===== src/hdl/ccd_ram.sv =====
// Generic single-write, single-read RAM with registered read data.
`default_nettype none

module ccd_ram #(
   parameter int WIDTH = 8,
   parameter int DEPTH = 16
) (
   input  wire logic                     clock,
   input  wire logic                     wr_en,
   input  wire logic [$clog2(DEPTH)-1:0] wr_addr,
   input  wire logic [WIDTH-1:0]         wr_data,
   input  wire logic [$clog2(DEPTH)-1:0] rd_addr,
   output logic      [WIDTH-1:0]         rd_data
);

   logic [WIDTH-1:0] mem_ff [DEPTH];
   logic [WIDTH-1:0] rd_data_ff;

   // Write port and registered read port
   always_ff @(posedge clock) begin
      if (wr_en) begin
         mem_ff[wr_addr] <= wr_data;
      end
      rd_data_ff <= mem_ff[rd_addr];
   end

   assign rd_data = rd_data_ff;

endmodule

`default_nettype wire

===== config.mk =====
export PLATFORM = sky130hd
export DESIGN_NAME = ccd_ram
export DESIGN_NICKNAME = d
export VERILOG_FILES = /design/src/hdl/ccd_ram.sv
export SDC_FILE = /design/constraint.sdc
export NUM_CORES = 1
export LEC_CHECK = 0
export BUFFER_PORTS_ARGS = -buffer_cell sky130_fd_sc_hd__buf_4
export CAP_MARGIN = 30
export CORE_UTILIZATION = 30
export DETAILED_ROUTE_END_ITERATION = 6
export GPL_ROUTABILITY_DRIVEN = 0
export GPL_TIMING_DRIVEN = 0
export PLACE_DENSITY = 0.49
export SYNTH_ARGS = -nofsm -noshare
export SYNTH_HDL_FRONTEND = slang
export SYNTH_SLANG_ARGS = --single-unit

===== constraint.sdc =====
create_clock -name clock -period 2.2 [get_ports clock]
set_input_delay 0.22 -clock clock [delete_from_list [all_inputs] [get_ports clock]]
set_output_delay 0.22 -clock clock [all_outputs]
set_load 0.005 [all_outputs]

# Word level (Yosys, flattened, before mapping)
# Memories as Yosys holds them, arrays and structs flattened. A register that Yosys moved wholly into a read port is not among the register bits.
# Index checks and enable logic that the tools add are counted.
classes:
  muxes: 2
op_table:
  columns: ["op", "n"]
  rows:
  - ["2-to-1 mux 1 bit", 2]
word_totals:
  reg_bits: 0
  ramBits: 128
  inputBits: 18
  out_inout_bits: 8
  word_cells: 3
  n_memories: 1
mem_list:
  columns: ["name", "words", "word_bits", "rd", "rd_clocked_by_memory_dff", "wr", "line_no", "text"]
  rows:
  - ["mem_ff", 16, 8, 1, 1, 1, "16", "logic [WIDTH-1:0] mem_ff [DEPTH];"]

# Logic depth before layout (Yosys ltp)
# Gate-level depths: netlist of run 1.
depth:
  word_depth: 2
  mapped_depth: 5
  mapped_depth_nobuf: 3

# Worst setup path after synthesis of run 1
# Ideal clock, no wire load.
synth_path:
  path_kind: "in2reg"
  start: "input port wr_addr[2]"
  end: "memory mem_ff[0][0], enable pin"
  setup_ns: 0.383
  arrival_ns: 1.330
  t_required_ns: 1.817
  slack_ns: 0.487
  cell_stages: 2
  path_buffers: 0
  cell_sequence: "or3b_2 -> nor3_1"
synth_lines:
  columns: ["element", "line_no", "text"]
  rows:
  - ["start, declared", "10", "input wire logic [$clog2(DEPTH)-1:0] wr_addr,"]
  - ["end, declared", "16", null]
# Straight into the memory's write port.

# Worst setup path in the final report of run 1
layout_path:
  start: "input port wr_addr[2]"
  end: "memory mem_ff[3][1], enable pin"
# Straight into the memory's write port.

==> results of run 1 <==
## sequential cells by signal (all words and copies together) (netlist names)
| signal | flops |
|---|---|
| mem_ff | 128 |
| rd_data | 8 |
## per-layer routing
layer	global-route usage	vias up	share of wire
met1	0.1843	1236	0.48
met3	0.04100	8	0.051
met2	0.1917	66	0.46
met4	0.04981	0	0.010
li1	-	1065	-
met5	0	-	0
## critical path, cell delays in order
cell,delay [ps]
buf_4,120
or3b_2,540
nor2_1,710
## synthesized netlist by cell type
master,number,area (um^2)
edfxtp_1,128,3844
mux4_2,18,405.4
a22oi_1,16,120.1
mux4_1,14,367.9
nor2_1,13,48.80
nand2_1,9,33.78
dfxtp_1,8,160.2
nor3_1,4,20.02
buf_2,3,15.01
buf_6,3,33.78
clkdlybuf4s25_2,3,30.03
nand2b_1,2,12.51
nand3b_1,2,15.01
and2_1,1,6.260
and2b_1,1,7.510
buf_4,1,7.510
nand3_1,1,5.000
nor2b_1,1,6.260
or3b_2,1,8.760
## kinds of logic (layout without fill, tap and decap cells)
logic type / count (synthesis) / count (layout) / synth area share
and+or+nand+nor: 35 / 35 / 0.03184
AOI/OAI and AO/OA: 16 / 16 / 0.02334
buffers and inverters: 10 / 70 / 0.01677
DFF: 136 / 136 / 0.7778
muxes: 32 / 32 / 0.1502
## layout make-up
type                            count  share of cell area
Clock inverter                      8             0.01171
Buffer                             10             0.01394
Tap cell                          220             0.04444
Multi-Input combinational cell     83              0.1707
Timing Repair Buffer               28             0.03353
Sequential cell                   136              0.6463
Clock buffer                       24             0.07938
## power by group through the flow
stage          Clock, uW  Sequential, uW  Combinational, uW
6_report            2690            2910                298
4_1_cts             2720            2910                307
3_5_place_dp           0            2960                306
3_3_place_gp           0            2960                300
2_1_floorplan          0            2960                147
5_1_grt             2820            2920                321
## per-stage QoR
| step | TNS (ps) | instance area, um^2 | std cells | total power, uW |
|---|---|---|---|---|
| after floorplan | 0 | 5147 | 229 | 3111 |
| after global placement | -1457 | 5603 | 473 | 3261 |
| after detailed placement | 0 | 5630 | 477 | 3270 |
| after CTS | 0 | 6195 | 509 | 5935 |
| after global routing | 0 | 6195 | 509 | 6060 |
| final | 0 | 6195 | 509 | 5894 |
## path summary, 6_finish.rpt
path | start | endpoint | cells after the start
setup / recovery | wr_addr[2] | mem_ff[3][1] | 3
hold / removal | wr_data[6] | mem_ff[10][6] | 1
setup reg to reg | mem_ff[15][0] | rd_data[0] | 3
hold reg to reg | mem_ff[11][2] | rd_data[2] | 3
## placed cells by master (no fill, tap or decap), types with 4 or more instances in the layout
master | Yosys | final
nand2_1 | 9 | 9
dfxtp_1 | 8 | 8
a22oi_1 | 16 | 16
clkbuf_16 | 0 | 17
clkinv_2 | 0 | 4
buf_4 | 1 | 28
mux4_2 | 18 | 18
clkbuf_8 | 0 | 4
nor3_1 | 4 | 4
buf_2 | 3 | 4
mux4_1 | 14 | 14
nor2_1 | 13 | 13
edfxtp_1 | 128 | 128
==> results.md, run 1 <==
- Total CTS buffers: 17
- First-pass GRT wire length: 15.84 mm
- HP Class: in2reg
- Share of post-route cells with drive strength above 1: 0.2976
- PwrDens: between 900 and 1000 nW/um^2
- Slew margin rel.: 0.3980
- Critical Path RT: between 2000 and 2500 ps
- Die Height: about 130 um
- Final setup vio count: 0
- Core area: 16,640 um^2
- CTS clk-pin slew, worst paths: approximately 60 ps
- Outcome: finished clean
- I/O Buffers: 24
- Via density: 4.666
- Initial core utilization: 0.3093
- Wirelength, routed: ~11 mm
- Mapped Cells: approximately 230
- Vias in the first global route: between 2,000 and 2,500
- Largest net degree at the start of global routing: 17
- RSZ-0062 raised after global routing: no
- Initial DRC count: 282
- Reg area: about 4000 um^2
- Final setup skew: 10.44 ps
- Fin Hold WS: ~140 ps
- Flop2flop setup slack: 850 ps
- P_sw: roughly 1200 uW
- Clock Power Share: 0.456
- CTS Root Cell: clkbuf_16
- P&R area growth vs syn: 20.35%
- Max Cap Viol: 0
- Syn_area_per_cell: 22.48 um^2
- Sw Ratio: 0.2033
- Setup Buffers After CTS: 0
- Total grt overflow: 0
- Max Root-Sink Buffers: 2
- CP Launch Type: primary input
- Residual DRC: 0
- Combinational share of power: 0.050
- H-tree levels: 4
- Arrival time at the worst endpoint: between 1500 and 2000 ps
- Critical Path Fanout Max: 8
- Period utilization: 0.7078
- Final setup margin: approximately 640 ps
- Reg power frac: 0.494
- Warning count from the yosys run: 0
- Nets: 294
- Peak supply drop: roughly 0.00057 V
- Seq/Total Area, Yosys: 0.7778
- HPWL Detailed: roughly 7 mm
- Final hold vios: 0
- Post-place setup slack: between 200 and 250 ps
- Library cells used by synthesis: 19
- Crit. End Element: flip-flop
- Rows: 47
- CTS tree: built
- Ant. Diodes: 0
- Die area: approximately 18,000 um^2
- PostCTS Resize Cnt: 0
- Worst-Skew Late Latency: between 400 and 500 ps
- Crit Path Class: in2reg
- Area of the multi-input gates: around 1100 um^2
- Static Leak: 0.002052 uW
- # IOs: 26
- Hold Buf Count CTS: 0
- Initial antenna violation count: 0
- Vias: 2,375
- Internal power: approximately 4700 uW
- Gr usage total: 0.1318
- Syn Nets: between 200 and 250
- Die X: between 100 and 150 um
- Filler cells: approximately 1,500
- Core Util, Final: 0.3722
- Final Max Slew Viols: 0
- Post-layout min period: between 1500 and 2000 ps
- WL per Instance: between 20 and 25 um
- Synth Cell Area: 5147 um^2
- Synthesized flop and latch total: roughly 140
- Sinks on Clock Net: around 140
- Fmax: about 640 MHz
- Routed Antenna Nets: 0
- 1st-pass router iterations: 5
- Worst Tran Pin Value: 899.7 ps
No activity file was read; power rests on OpenSTA's default activity.
==> run 2: changes to the inputs <==
==> constraint.sdc (replaced) <==
create_clock -name clock -period 1.6 [get_ports clock]
set_input_delay 0.16 -clock clock [delete_from_list [all_inputs] [get_ports clock]]
set_output_delay 0.16 -clock clock [all_outputs]
set_load 0.005 [all_outputs]
==> results.md, run 2 (synthesis results as in run 1) <==
- Outcome: finished clean
- Slew margin rel.: 0.3879 (-0.01001)
- Routed Antenna Nets: 0 (unchanged)
- Post-placement cell count: 476 (-0.21%)
- Hold depth: 1 (unchanged)
- HPWL Detailed: 6.919 mm (+1.2%)
- Critical path origin: wr_addr[2]
- Commonest non-fill, non-tap cells in the layout: edfxtp_1 (128), buf_4 (26), mux4_2 (18)
- Final setup vio count: 0 (unchanged)
- Share of post-route cells with drive strength above 1: 0.2727 (-0.02485)
- Combinational share of power: 0.054 (+0.004)
- Flop2flop setup slack: 240 ps (-610 ps)
- CTS tree: built
- Nets: 293 (-0.34%)
- H-tree levels: 4 (unchanged)
- Vias: 2,395 (+0.84%)
- Static Leak: 0.002013 uW (-1.9%)
- 1st-pass router iterations: 4 (-1)
- Sw Ratio: 0.2023 (-0.0009980)
- Fin Hold WS: 72.90 ps (-62.95 ps)
- P_sw: 1546 uW (+29%)
- Critical Path Fanout Max: 8 (unchanged)
- Max Root-Sink Buffers: 2 (unchanged)
- P&R area growth vs syn: 18.59%
- Sinks on Clock Net: 136 (unchanged)
- Core area: 16,640 um^2 (unchanged)
- Area post-placement: 5625 um^2 (about the same)
- Initial DRC count: 154 (-45%)
- Worst Tran Pin Value: 914.7 ps (+14.97 ps)
- Leading cell type in the layout, fill and taps excluded: edfxtp_1
- CP max stage delay: 720 ps (about the same)
- Final Instance Area: 6105 um^2 (-1.5%)
- PwrDens: 1252 nW/um^2 (+32%)
- Via density: 4.733 (+1.4%)
- Tot Pwr: 7642 uW (+30%)
- Ant. Diodes: 0 (unchanged)
- CTS clk-pin slew, worst paths: 50 ps (about the same)
- Clock Power Share: 0.422 (-0.034)
- Largest Register: mem_ff
- CP max-delay cell: nor2_1
- HP Class: in2reg
- Die area: 17,690 um^2 (unchanged)
- Setup TNS: 0 ps (unchanged)
- Arrival time at the worst endpoint: 1550 ps (-40 ps)
- Cell Chain, Critical Path: buf_4, or3b_2, nor2_1
- Layout Cells excl Fill: 506 (-0.59%)
- Reg power frac: 0.524 (+0.030)
- Internal power: 6096 uW (+30%)
- Die Height: 133.0 um (unchanged)
- Crit. End Element: flip-flop
- Crit Path Class: in2reg
- Worst path bufs/invs: 1 (unchanged)
- # IOs: 26 (unchanged)
- Hold Buf Count CTS: 0 (unchanged)
- I/O Buffers: 24 (unchanged)
- RSZ-0062 raised after global routing: no
- Period utilization: 0.9490
- RR Endpoint: rd_data[5]
- Final setup skew: 5.639 ps (-4.799 ps)
- Initial core utilization: 0.3093 (unchanged)
- Gr usage total: 0.1335 (+0.001690)
- Reg2Reg Launch Point: mem_ff[9][5]
- CP Launch Type: primary input
- Worst-Skew Late Latency: 410 ps (about the same)
- Min-Delay Endpoint: mem_ff[2][0]
- Min-delay src: wr_data[0]
- Max Cap Viol: 0 (unchanged)
- R2R cell count: 3 (unchanged)
- Rows: 47 (unchanged)
- PostCTS Resize Cnt: 0 (unchanged)
- Residual DRC: 0 (unchanged)
- Flip-flop count of the largest register after layout: 128 (unchanged)
- CP top delay family: simple AND/OR/NAND/NOR gates
- Critical Path RT: 1630 ps (-600 ps)
- Total CTS buffers: 17 (unchanged)
- WL per Instance: 21.26 um (+0.28%)
- Final hold vios: 0 (unchanged)
- First-pass GRT wire length: 16.08 mm (+1.6%)
- Fmax: about 660 MHz
- Initial antenna violation count: 0 (unchanged)
- Final Max Slew Viols: 0 (unchanged)
- Setup Buffers After CTS: 0 (unchanged)
- Peak supply drop: 0.0007387 V (+29%)
- Vias in the first global route: 2,539 (+4.3%)
- CTS Root Cell: clkbuf_16
- Die X: 133.0 um (unchanged)
- Wirelength, routed: 10.76 mm (-0.31%)
- Largest net degree at the start of global routing: 17 (unchanged)
- Post-layout min period: 1518 ps
- Total grt overflow: 0 (unchanged)
## run 2: changes by cell type in the layout (fill, tap and decap cells not counted), sizes merged
cell	before	now
buf	35	34
clkinvlp	3	0
bufinv	1	0
clkinv	4	7
clkbuf	24	23
## run 2: area by class of cell
class	instances	area, um^2
Buffer	10	86.33
Clock buffer	23	447.9
Clock inverter	7	31.28
Fill cell	1545	10540
Multi-Input combinational cell	83	1062
Sequential cell	136	4004
Tap cell	220	275.3
Timing Repair Buffer	27	197.7
## run 2: worst max-delay path by stage
stage	to	depth (start not counted)	slack, ps
final	mem_ff[1][2]	3	80
after CTS	mem_ff[1][2]	3	60
after floorplan	mem_ff[3][0]	2	170
after detailed placement	mem_ff[1][2]	3	-380
after global routing	mem_ff[1][2]	3	60
after global placement	mem_ff[8][2]	3	-480
## run 2: through the flow
| step | worst slack [ps] | util |
|---|---|---|
| 2_1_floorplan | 173.9 | - |
| 3_3_place_gp | -480.4 | 0.3370 |
| 3_5_place_dp | -377.2 | 0.3380 |
| 6_report | 81.54 | 0.3668 |
| 4_1_cts | 60.32 | 0.3668 |
| 5_1_grt | 62.90 | 0.3668 |
## run 2: power by group through the flow
stage          Clock, uW  Sequential, uW  Combinational [uW]
2_1_floorplan          0            4080                 202
3_3_place_gp           0            4070                 417
3_5_place_dp           0            4080                 422
4_1_cts             3300            4010                 422
5_1_grt             3460            4010                 447
6_report            3220            4000                 413
## run 2: per-layer routing
layer / wire [um] / up-vias / global-route usage / part of all wire
met5: 0 / - / 0 / 0
met4: 54 / 0 / 0.03448 / 0.0050
met3: 528 / 7 / 0.05441 / 0.049
met2: 4983 / 49 / 0.1940 / 0.46
met1: 5193 / 1272 / 0.1846 / 0.48
li1: - / 1067 / - / -
